--- src/hw/rtl/assert_macros.svh ---
// assertion macros included by the peer table top level
`ifndef ASSERT_MACROS_SVH
`define ASSERT_MACROS_SVH

// checked only while out of reset
`define ASSERT_CLK(label, clk, rstn, prop, msg) \
    label: assert property (@(posedge clk) disable iff (!rstn) prop) else $error(msg);

// checked on every edge, reset included
`define ASSERT_ALWAYS(label, clk, prop, msg) \
    label: assert property (@(posedge clk) prop) else $error(msg);

`endif

--- src/hw/rtl/pta_pkg.sv ---
// types, codes and sizes shared by the peer table files
package pta_pkg;

    localparam int MAX_ENTRIES = 8;
    localparam int IDX_W = (MAX_ENTRIES > 1) ? $clog2(MAX_ENTRIES) : 1;
    localparam int CNT_W = $clog2(MAX_ENTRIES + 1);

    localparam logic [2:0] FN_ADD     = 3'd0;
    localparam logic [2:0] FN_SWEEP   = 3'd1;
    localparam logic [2:0] FN_TOUCH   = 3'd2;
    localparam logic [2:0] FN_SETCONN = 3'd3;
    localparam logic [2:0] FN_FIND    = 3'd4;

    localparam logic [3:0] OC_UPDATED    = 4'd0;
    localparam logic [3:0] OC_ADDED      = 4'd1;
    localparam logic [3:0] OC_FULL       = 4'd2;
    localparam logic [3:0] OC_TOUCHED    = 4'd3;
    localparam logic [3:0] OC_FLAG_SET   = 4'd4;
    localparam logic [3:0] OC_NOT_FOUND  = 4'd5;
    localparam logic [3:0] OC_FOUND      = 4'd6;
    localparam logic [3:0] OC_STALE      = 4'd7;
    localparam logic [3:0] OC_SWEEP_DONE = 4'd8;

    typedef struct packed {
        logic [55:0] uuid_high;
        logic [63:0] uuid_low;
        logic [31:0] ip;
        logic [15:0] port;
        logic [31:0] seen;
        logic        conn;
    } entry_t;

    typedef struct packed {
        logic [3:0] outcome;
        entry_t     ent;
        logic [3:0] entry_count;
        logic [3:0] removed_count;
        logic       last;
    } res_t;

    typedef struct packed {
        logic             rd_en;
        logic [IDX_W-1:0] rd_addr;
        logic             wr_en;
        logic [IDX_W-1:0] wr_addr;
    } ram_req_t;

    typedef enum logic [3:0] {
        ST_IDLE,
        ST_SCAN_RD,
        ST_SCAN_CHK,
        ST_APPLY,
        ST_SWP_RD,
        ST_SWP_CHK,
        ST_SWP_NEXT,
        ST_CMP_RD,
        ST_CMP_WR,
        ST_SUMMARY,
        ST_EMIT
    } state_t;

endpackage

--- src/hw/rtl/pta_ram.sv ---
// entry memory, one write and one registered read per cycle
module pta_ram
    import pta_pkg::*;
(
    input  logic     aclk,
    input  ram_req_t req,
    input  entry_t   wr_data,
    output entry_t   rd_data
);

    entry_t mem [MAX_ENTRIES];

    always_ff @(posedge aclk) begin
        if (req.wr_en) begin
            mem[req.wr_addr] <= wr_data;
        end
    end

    always_ff @(posedge aclk) begin
        if (req.rd_en) begin
            rd_data <= mem[req.rd_addr];
        end
    end

endmodule

--- src/hw/rtl/pta_engine.sv ---
// sequencer for lookup, update, append and age sweep over the entry memory
module pta_engine
    import pta_pkg::*;
(
    input  logic        aclk,
    input  logic        aresetn,
    input  logic        in_valid,
    output logic        in_ready,
    input  logic [2:0]  in_func,
    input  entry_t      in_ent,
    input  logic [31:0] timeout_ms,
    output logic        res_valid,
    input  logic        res_ready,
    output res_t        res,
    output ram_req_t    ram_req,
    output entry_t      ram_wdata,
    input  entry_t      ram_rdata
);

    state_t st_reg, st_next;
    logic [2:0] func_reg, func_next;
    entry_t item_reg, item_next;
    logic [CNT_W-1:0] idx_reg, idx_next;
    logic [CNT_W-1:0] cnt_reg, cnt_next;
    logic [CNT_W-1:0] removed_reg, removed_next;
    logic [CNT_W-1:0] wr_idx_reg, wr_idx_next;
    logic [MAX_ENTRIES-1:0] stale_reg, stale_next;
    logic hit_reg, hit_next;
    res_t res_reg, res_next;

    logic id_match;
    logic is_stale;
    logic scan_end;
    logic [31:0] age;

    assign id_match = (ram_rdata.uuid_high == item_reg.uuid_high) &&
                      (ram_rdata.uuid_low == item_reg.uuid_low);
    assign age      = item_reg.seen - ram_rdata.seen;
    assign is_stale = age > timeout_ms;
    assign scan_end = (idx_reg + CNT_W'(1)) == cnt_reg;

    assign in_ready  = (st_reg == ST_IDLE);
    assign res_valid = (st_reg == ST_EMIT);
    assign res       = res_reg;

    // next state
    always_comb begin
        st_next = st_reg;
        case (st_reg)
            ST_IDLE: begin
                if (in_valid) begin
                    if (in_func == FN_SWEEP) begin
                        st_next = (cnt_reg == '0) ? ST_SUMMARY : ST_SWP_RD;
                    end else if (in_func inside {FN_ADD, FN_TOUCH, FN_SETCONN, FN_FIND}) begin
                        st_next = (cnt_reg == '0) ? ST_APPLY : ST_SCAN_RD;
                    end
                end
            end
            ST_SCAN_RD: st_next = ST_SCAN_CHK;
            ST_SCAN_CHK: begin
                if (id_match || scan_end) begin
                    st_next = ST_APPLY;
                end else begin
                    st_next = ST_SCAN_RD;
                end
            end
            ST_APPLY: st_next = ST_EMIT;
            ST_SWP_RD: st_next = ST_SWP_CHK;
            ST_SWP_CHK: st_next = is_stale ? ST_EMIT : ST_SWP_NEXT;
            ST_SWP_NEXT: begin
                if (idx_reg != '0) begin
                    st_next = ST_SWP_RD;
                end else if (removed_reg == '0) begin
                    st_next = ST_SUMMARY;
                end else begin
                    st_next = ST_CMP_RD;
                end
            end
            ST_CMP_RD: st_next = ST_CMP_WR;
            ST_CMP_WR: st_next = scan_end ? ST_SUMMARY : ST_CMP_RD;
            ST_SUMMARY: st_next = ST_EMIT;
            ST_EMIT: begin
                if (res_ready) begin
                    st_next = res_reg.last ? ST_IDLE : ST_SWP_NEXT;
                end
            end
            default: st_next = ST_IDLE;
        endcase
    end

    // datapath and memory control
    always_comb begin
        entry_t e;
        e            = ram_rdata;
        func_next    = func_reg;
        item_next    = item_reg;
        idx_next     = idx_reg;
        cnt_next     = cnt_reg;
        removed_next = removed_reg;
        wr_idx_next  = wr_idx_reg;
        stale_next   = stale_reg;
        hit_next     = hit_reg;
        res_next     = res_reg;
        ram_req      = '0;
        ram_wdata    = ram_rdata;
        case (st_reg)
            ST_IDLE: begin
                if (in_valid) begin
                    func_next    = in_func;
                    item_next    = in_ent;
                    hit_next     = 1'b0;
                    removed_next = '0;
                    stale_next   = '0;
                    idx_next     = (in_func == FN_SWEEP) ? cnt_reg - CNT_W'(1) : '0;
                end
            end
            ST_SCAN_RD, ST_SWP_RD, ST_CMP_RD: begin
                ram_req.rd_en   = 1'b1;
                ram_req.rd_addr = idx_reg[IDX_W-1:0];
            end
            ST_SCAN_CHK: begin
                if (id_match) begin
                    hit_next = 1'b1;
                end else if (!scan_end) begin
                    idx_next = idx_reg + CNT_W'(1);
                end
            end
            ST_APPLY: begin
                res_next.removed_count = '0;
                res_next.last          = 1'b1;
                res_next.entry_count   = 4'(cnt_reg);
                ram_req.wr_addr        = idx_reg[IDX_W-1:0];
                if (func_reg == FN_ADD) begin
                    if (hit_reg) begin
                        e.ip             = item_reg.ip;
                        e.port           = item_reg.port;
                        e.seen           = item_reg.seen;
                        ram_req.wr_en    = 1'b1;
                        res_next.outcome = OC_UPDATED;
                    end else if (cnt_reg < CNT_W'(MAX_ENTRIES)) begin
                        e                    = item_reg;
                        e.conn               = 1'b0;
                        ram_req.wr_en        = 1'b1;
                        ram_req.wr_addr      = cnt_reg[IDX_W-1:0];
                        cnt_next             = cnt_reg + CNT_W'(1);
                        res_next.entry_count = 4'(cnt_reg + CNT_W'(1));
                        res_next.outcome     = OC_ADDED;
                    end else begin
                        e                = item_reg;
                        e.conn           = 1'b0;
                        res_next.outcome = OC_FULL;
                    end
                end else if (!hit_reg) begin
                    e                = '0;
                    e.uuid_high      = item_reg.uuid_high;
                    e.uuid_low       = item_reg.uuid_low;
                    res_next.outcome = OC_NOT_FOUND;
                end else if (func_reg == FN_TOUCH) begin
                    e.seen           = item_reg.seen;
                    ram_req.wr_en    = 1'b1;
                    res_next.outcome = OC_TOUCHED;
                end else if (func_reg == FN_SETCONN) begin
                    e.conn           = item_reg.conn;
                    ram_req.wr_en    = 1'b1;
                    res_next.outcome = OC_FLAG_SET;
                end else begin
                    res_next.outcome = OC_FOUND;
                end
                ram_wdata    = e;
                res_next.ent = e;
            end
            ST_SWP_CHK: begin
                if (is_stale) begin
                    stale_next[idx_reg[IDX_W-1:0]] = 1'b1;
                    removed_next           = removed_reg + CNT_W'(1);
                    res_next.outcome       = OC_STALE;
                    res_next.ent           = ram_rdata;
                    res_next.entry_count   = 4'(cnt_reg - removed_reg - CNT_W'(1));
                    res_next.removed_count = '0;
                    res_next.last          = 1'b0;
                end
            end
            ST_SWP_NEXT: begin
                if (idx_reg != '0) begin
                    idx_next = idx_reg - CNT_W'(1);
                end else begin
                    wr_idx_next = '0;
                end
            end
            ST_CMP_WR: begin
                if (!stale_reg[idx_reg[IDX_W-1:0]]) begin
                    ram_req.wr_en   = 1'b1;
                    ram_req.wr_addr = wr_idx_reg[IDX_W-1:0];
                    wr_idx_next     = wr_idx_reg + CNT_W'(1);
                end
                if (!scan_end) begin
                    idx_next = idx_reg + CNT_W'(1);
                end
            end
            ST_SUMMARY: begin
                cnt_next               = cnt_reg - removed_reg;
                res_next.outcome       = OC_SWEEP_DONE;
                res_next.ent           = '0;
                res_next.entry_count   = 4'(cnt_reg - removed_reg);
                res_next.removed_count = 4'(removed_reg);
                res_next.last          = 1'b1;
            end
            default: begin
            end
        endcase
    end

    always_ff @(posedge aclk) begin
        if (!aresetn) begin
            st_reg  <= ST_IDLE;
            cnt_reg <= '0;
        end else begin
            st_reg  <= st_next;
            cnt_reg <= cnt_next;
        end
    end

    always_ff @(posedge aclk) begin
        func_reg    <= func_next;
        item_reg    <= item_next;
        idx_reg     <= idx_next;
        removed_reg <= removed_next;
        wr_idx_reg  <= wr_idx_next;
        stale_reg   <= stale_next;
        hit_reg     <= hit_next;
        res_reg     <= res_next;
    end

endmodule

--- src/hw/rtl/peer_table_with_aging.sv ---
// peer table top level: ports, timeout register, output register, assertions
//
//  channel  | dir | tdata                        | tuser   | tlast
//  s_       | in  | peer identifier and address  | func    | -
//  m_       | out | entry, counts                | outcome | final word of item
//  cfg_     | in  | stale timeout, write only    | -       | -
//
// one word at a time; a lookup compares the stored entries in order up to a match
// an age sweep checks the entries from last to first and emits a word per removal;
// when anything is removed, a read and write pass then compacts the memory,
// and a summary word closes the item; the memory has one write and one read port
// reset empties the table and sets the timeout to 30000 ms
// a stalled m_ side holds the sequencer; s_tready stays low until the item is done
`include "assert_macros.svh"

module peer_table_with_aging
    import pta_pkg::*;
(
    input  logic         aclk,
    input  logic         aresetn,
    input  logic         s_tvalid,
    output logic         s_tready,
    // uuid_high, uuid_low, ip_addr, port_num, now_ms, connected_in, zero pad
    input  logic [207:0] s_tdata,
    // func
    input  logic [2:0]   s_tuser,
    output logic         m_tvalid,
    input  logic         m_tready,
    // out_uuid_high, out_uuid_low, out_ip, out_port, out_last_seen, out_connected,
    // entry_count, removed_count, zero pad
    output logic [215:0] m_tdata,
    // outcome
    output logic [3:0]   m_tuser,
    output logic         m_tlast,
    input  logic         cfg_we,
    input  logic [31:0]  cfg_wdata
);

    logic [31:0] timeout_reg;
    logic        m_tvalid_reg;
    res_t        m_res_reg;

    entry_t   in_ent;
    res_t     res;
    logic     res_valid;
    logic     res_ready;
    ram_req_t ram_req;
    entry_t   ram_wdata;
    entry_t   ram_rdata;

    assign in_ent.uuid_high = s_tdata[55:0];
    assign in_ent.uuid_low  = s_tdata[119:56];
    assign in_ent.ip        = s_tdata[151:120];
    assign in_ent.port      = s_tdata[167:152];
    assign in_ent.seen      = s_tdata[199:168];
    assign in_ent.conn      = s_tdata[200];

    always_ff @(posedge aclk) begin
        if (!aresetn) begin
            timeout_reg <= 32'd30000;
        end else if (cfg_we) begin
            timeout_reg <= cfg_wdata;
        end
    end

    pta_engine u_engine (
        .aclk       (aclk),
        .aresetn    (aresetn),
        .in_valid   (s_tvalid),
        .in_ready   (s_tready),
        .in_func    (s_tuser),
        .in_ent     (in_ent),
        .timeout_ms (timeout_reg),
        .res_valid  (res_valid),
        .res_ready  (res_ready),
        .res        (res),
        .ram_req    (ram_req),
        .ram_wdata  (ram_wdata),
        .ram_rdata  (ram_rdata)
    );

    pta_ram u_ram (
        .aclk    (aclk),
        .req     (ram_req),
        .wr_data (ram_wdata),
        .rd_data (ram_rdata)
    );

    // output word register
    assign res_ready = !m_tvalid_reg || m_tready;

    always_ff @(posedge aclk) begin
        if (!aresetn) begin
            m_tvalid_reg <= 1'b0;
        end else if (res_ready) begin
            m_tvalid_reg <= res_valid;
        end
    end

    always_ff @(posedge aclk) begin
        if (res_valid && res_ready) begin
            m_res_reg <= res;
        end
    end

    assign m_tvalid = m_tvalid_reg;
    assign m_tuser  = m_res_reg.outcome;
    assign m_tlast  = m_res_reg.last;
    assign m_tdata  = {7'd0, m_res_reg.removed_count, m_res_reg.entry_count,
                       m_res_reg.ent.conn, m_res_reg.ent.seen, m_res_reg.ent.port,
                       m_res_reg.ent.ip, m_res_reg.ent.uuid_low, m_res_reg.ent.uuid_high};

    `ASSERT_ALWAYS(a_out_clear_after_reset, aclk, !aresetn |=> !m_tvalid,
        "output valid after reset")

    `ASSERT_CLK(a_busy_after_accept, aclk, aresetn,
        (s_tvalid && s_tready && (s_tuser == FN_ADD || s_tuser == FN_SWEEP ||
         s_tuser == FN_TOUCH || s_tuser == FN_SETCONN || s_tuser == FN_FIND))
        |=> !s_tready,
        "new word taken while an item is in progress")

    `ASSERT_CLK(a_summary_is_last, aclk, aresetn,
        (m_tvalid && m_tuser == OC_SWEEP_DONE) |-> m_tlast,
        "sweep summary without tlast")

    `ASSERT_CLK(a_removal_not_last, aclk, aresetn,
        (m_tvalid && m_tuser == OC_STALE) |-> (!m_tlast && m_tdata[208:205] == 4'd0),
        "removal report closes item or carries a count")

    `ASSERT_CLK(a_no_result_while_idle, aclk, aresetn,
        (s_tready && !m_tvalid) |=> (!m_tvalid || !$past(s_tvalid)
         || $past(s_tuser) == FN_ADD || $past(s_tuser) == FN_SWEEP
         || $past(s_tuser) == FN_TOUCH || $past(s_tuser) == FN_SETCONN
         || $past(s_tuser) == FN_FIND || !$past(s_tready)),
        "result word without an item")

endmodule
--- config.mk ---
export PLATFORM = sky130hd
export DESIGN_NAME = peer_table_with_aging
export DESIGN_NICKNAME = d
export VERILOG_FILES = /design/src/hw/rtl/pta_pkg.sv /design/src/hw/rtl/pta_ram.sv /design/src/hw/rtl/pta_engine.sv /design/src/hw/rtl/peer_table_with_aging.sv
export VERILOG_INCLUDE_DIRS = /design/src /design/src/hw/rtl
export SDC_FILE = /design/constraint.sdc
export NUM_CORES = 2
export LEC_CHECK = 0
export BUFFER_PORTS_ARGS = -buffer_cell sky130_fd_sc_hd__buf_4
export CAP_MARGIN = 20
export CORE_ASPECT_RATIO = 1.4
export CORE_UTILIZATION = 50
export DETAILED_ROUTE_END_ITERATION = 6
export PLACE_DENSITY_LB_ADDON = 0.15
export SLEW_MARGIN = 25
export SYNTH_ARGS = -nofsm -noshare
export SYNTH_HDL_FRONTEND = slang
export SYNTH_SLANG_ARGS = --single-unit
--- constraint.sdc ---
create_clock -name aclk -period 23.2 [get_ports aclk]
set_input_delay 1.16 -clock aclk [delete_from_list [all_inputs] [get_ports aclk]]
set_output_delay 1.16 -clock aclk [all_outputs]
set_load 0.1 [all_outputs]
* Yosys cells after proc, flatten, opt, wreduce, memory -nomap -nowiden *
Memory sizes are Yosys's and may differ from the RTL's. A register that Yosys moved wholly into a read port is not among the register bits.
Index checks and enable logic that the tools add are counted.

storage, ports and cells
  flip-flop bits (word level) = 694
  bits in writable memories = 1608
  input port bits = 248
  output and inout bits = 223
  logic and storage cells = 176
  memories kept = 1

memory list
  name       depth  width  rd ports  clocked after memory_dff  wr ports  line           text
  u_ram.mem  8      201    1         1                         1         pta_ram.sv:11  entry_t mem [MAX_ENTRIES];

cells by class
  add/sub/neg operators = 9
  order comparisons = 4
  equal/unequal tests = 28
  mux-type cells = 69
  bitwise logic cells = 1
  reduce and logical (&&, ||, !) cells = 28

operator list
  cell                                                 count
  case mux 214 bit (3 select lines)                    1
  2-to-1 mux 201 bit                                   2
  2-to-1 mux 214 bit                                   1
  2-to-1 mux 168 bit                                   1
  2-to-1 mux 120 bit                                   1
  2-to-1 mux 4 bit                                     28
  equality test 64 bit                                 1
  equality test 56 bit                                 1
  case mux 4 bit (10 select lines)                     1
  2-to-1 mux 33 bit                                    1
  greater-than comparator 32 bit                       1
  2-to-1 mux 32 bit                                    1
  case mux 4 bit (2 select lines)                      4
  subtractor 32 bit                                    1
  adder 4 x 1 -> 4 bit, second input constant          4
  equality test 4 x 3 -> 1 bit, second input constant  4
  2-to-1 mux 8 bit                                     2
  case mux 4 bit (4 select lines)                      1
  case mux 8 bit (2 select lines)                      1
  2-to-1 mux 1 bit                                     14
  equality test 3 x 2 -> 1 bit, second input constant  4
  equality test 4 bit, second input constant           3
  zero test 4 bit                                      3
  AND reduction 3 bit                                  4
  other kinds (30)                                     54

* Longest topological paths before layout *
  word-level depth = 8
  mapped depth = 20
  depth with buffers taken out = 20

* Cells and area by module *
Synthesis repeated with hierarchy kept, for this count alone.

second synthesis, totals
  cells, all modules = 4608
  area, all modules = 98159.1 µm²

by module, submodules not included
  module                 instances  cells each  area each (µm²)  seq. area each (µm²)
  pta_ram                1          2537        67438.4          54322.1
  pta_engine             1          1741        22968.3          13312.8
  peer_table_with_aging  1          330         7752.4           7086.8

* Least setup slack after synthesis *
Ideal clock, no wire load.

  path kind = reg2reg
  from = register u_engine.item_reg[1] (netlist bit)
  to = register u_engine.res_reg (netlist bit u_engine.res[0]) (enable)
  setup time = 1.084 ns
  data arrival time = 18.288 ns
  data required time = 22.116 ns
  slack = 3.828 ns
  stages on the path, launching flop included = 21
  buffers on the path = 0
  period minus slack after synthesis = 19.372 ns
  cell sequence = edfxtp_1 inv_1 ha_1 inv_1 fa_1 a21o_1 a221oi_1 and3b_1 nor3_1 a211o_1 nand4_1 a31oi_1 xor2_1 ha_1 nand4_1 nor2_1 nand2_1 nor2_1 o21a_1 a311oi_1 o21ai_0

on the way
  word-level cells in the longest chain between the ends = 4

ends and longest elaborated chain
  element                           line               text
  start, declared                   pta_engine.sv:22   entry_t item_reg, item_next;
  start signal, assigned            pta_engine.sv:225  item_reg <= item_next;
  subtractor 32 bit                 pta_engine.sv:38   assign age = item_reg.seen - ram_rdata.seen;
  greater-than comparator 32 bit    pta_engine.sv:39   assign is_stale = age > timeout_ms;
  != test 2 x 1 -> 1 bit (no line)  -
  AND reduction 2 bit (no line)     -
  end signal, assigned              pta_engine.sv:231  res_reg <= res_next;
  end, declared                     pta_engine.sv:29   res_t res_reg, res_next;

No other way between the ends.
A chain may end at the register's enable or synchronous reset.

* Final worst setup path *
  from = register u_engine.item_reg[1] (netlist bit)
  to = register u_engine.res_reg (netlist bit u_engine.res[57]) (enable)

Same word-level chain as after synthesis.

==> run metrics <==
outcome=finished clean; arrival time at the worst endpoint=7.95 ns; P&R area growth vs syn=14.3%; Seq/Total Area, Yosys=77.1%; antenna violations before repair=19; Top cell by count, worst path=buf_4; Final Max Tran Viols=0; CP Data Required Time=23.67 ns; FP Rows=190; Final Net Count=5475; Starting Density=50.5%; critical path startpoint category=flip-flop; Placer Congestion=0.838; Root Buffer=clkbuf_16; main area contributors after synthesis=edfxtp_1 (76%), mux4_2 (9.3%), mux2_2 (3.7%), a22o_1 (2.6%), ha_1 (0.97%); EDFF count, synth=2461; crit path max fanout=74; Largest register FFs=1608; grt met2 use=37.4%; global-route wire length before repair=338000 um; CP top delay family=buffers and inverters; area share of the largest cell type after synthesis=76.3%; Slew @ Worst Pin=1.11 ns; max-cap violations=0; Primary FF master, synth=edfxtp_1; Tcrit/Tclk final=32.3%; RSZ-0062 raised after global routing=no; Worst path depth=24; P_leak=36.7 nW; #FFs+latches synth=2502; drt via density=6.06; gr usage total=23.9%; hold path depth=0; slowest stage delay, CP=0.89 ns; Hold Slack=0.374 ns; drt wl/cell=29.9 um; GRT Residual Overflow=0; post-DP HPWL=130000 um; Async SR Flop Fraction=0%; io pins=471; post-layout minimum cycle time=7.49 ns; Setup TNS=0 ns; port bufs=456; 1st-pass router iterations=5; Setup Skew=0.0522 ns; Reg2Reg Depth=24; total wire length=234000 um; Clk pin slew, worst setup/hold paths=0.06 ns; Max Freq=0.134 GHz; largest area contributor in the synthesized netlist=edfxtp_1; crit path capture type=flip-flop; Post-Synthesis Cells=4589; vias in the first global route=48600; setup violators final=0; worst-path cell chain=inv_1 -> ha_1 -> inv_1 -> fa_1 -> a21o_1 -> a221oi_1 -> and3b_1 -> nor3_1 -> a211o_1 -> nand4_1 -> a31oi_1 -> xor2_1 -> ha_1 -> nand4_1 -> nor2_1 -> nand2_1 -> nor2_1 -> o21a_1 -> a311oi_1 -> buf_4 -> o21ai_4 -> buf_4 -> buf_6 -> buf_4; CP bufs+invs=6; grt met1 use=35.4%; largest net degree at the start of global routing=127; cell area after synthesis=0.0969 mm2; DRT antenna net count=0; Die Span Y=523 um; Post-CTS Setup Inserts=0; GR Util met3=3.86%; cell with the most instances after synthesis=edfxtp_1; H-tree depth=4; Sink Count=2502; via count=47500; TritonCTS clock tree=done; most used routing layer=met2; Die Wd=374 um; synth cell count leaders=edfxtp_1 (2461), mux4_2 (402), mux2_2 (320), a22o_1 (283), clkbuf_1 (118); iteration-0 DRC count of the detailed router=4745; CTS max path bufs=4; Peak VDD IR=0.106 mV; Power per Cell Area=103 mW/mm2; hold_buf cts=0; placeable core area=0.192 mm2; Critical-path top delay cell=buf_4; HP Class=flip-flop to flip-flop; post_cts resized=0; Setup CP Type=flip-flop to flip-flop; Distinct cells, synth=76; final hold viol count=0; worst skew pair latency=0.91 ns; Syn. warnings=0; drc violations=0; TritonCTS Buffers=232; layout cells sized above 1=30.4%; DIE AREA=0.196 mm2; Max-slew headroom=25.8%; Avg Synthesized Cell Area=21.1 um2
## where the power goes
group	switching [mW]	leakage [nW]	total [mW]	internal [mW]
Combinational	1.21	10.5	2.05	0.839
Sequential	0.171	22.7	5.63	5.46
Clock	1.65	3.53	3.71	2.07
Total	3.03	36.7	11.4	8.37
## cell usage in the layout (no fill, tap or decap), drive strengths merged, types with 7 or more instances in the layout
| cell type | count |
|---|---|
| nor2b | 39 |
| o21a | 12 |
| edfxtp | 2461 |
| o22ai | 7 |
| nand4 | 27 |
| clkinvlp | 10 |
| a21o | 28 |
| buf | 540 |
| nand3 | 16 |
| mux2i | 32 |
| mux4 | 402 |
| clkinv | 90 |
| xor2 | 58 |
| o211ai | 13 |
| clkbuf | 289 |
| nand2 | 56 |
| inv | 95 |
| nor2 | 72 |
| a22o | 283 |
| bufinv | 19 |
| conb | 7 |
| nor4 | 19 |
| mux2 | 320 |
| a21oi | 61 |
| nor3 | 16 |
| o21ai | 39 |
| dfxtp | 41 |
| ha | 75 |
| nand2b | 11 |
| xnor2 | 104 |
## final cells by class
cell class	count	area (um2)
clock buffers	289	6080
diodes	3	7.51
fillers	14000	81100
repair buffers	540	4270
well taps	2496	3120
multi-input cells	1785	21000
inverters	89	342
clock inverters	125	1190
flip-flops and latches	2502	74700
## metrics by stage
step	instance area (um2)	worst slack, ns	power (mW)	utilization, %	cells
final	111000	15.71	11.4	57.7	7829
after CTS	111000	15.28	11.5	57.7	7824
after floorplan	96900	3.83	7.13	-	4595
after global routing	111000	15.27	11.8	57.7	7827
after detailed placement	103000	15.32	7.78	53.9	7410
after global placement	103000	15.36	7.75	53.9	7408
## layer usage
metal,vias to the layer above,wire length (um)
met3,327,17600
met5,-,33
li1,20000,-
met1,25200,102000
met2,1950,109000
met4,6,4950
## worst paths after layout
check | end | from | slack (ns)
max | u_engine.res[57] | u_engine.item_reg[1] | 15.71
max reg2reg | u_engine.res[57] | u_engine.item_reg[1] | 15.71
min | m_tdata[167] | u_engine.res[57] | 0.37
min reg2reg | m_tdata[167] | u_engine.res[57] | 0.37
## cell families after synthesis
group,synth area share (%)
DFF,77.1
muxes,13.4
AOI/OAI and AO/OA,3.98
buffers and inverters,1.44
and+or+nand+nor,1.59
xor gates and xnor gates,1.46
adders and majority gates,1.01
other,0.00387
(Power assumes the default switching activity.)
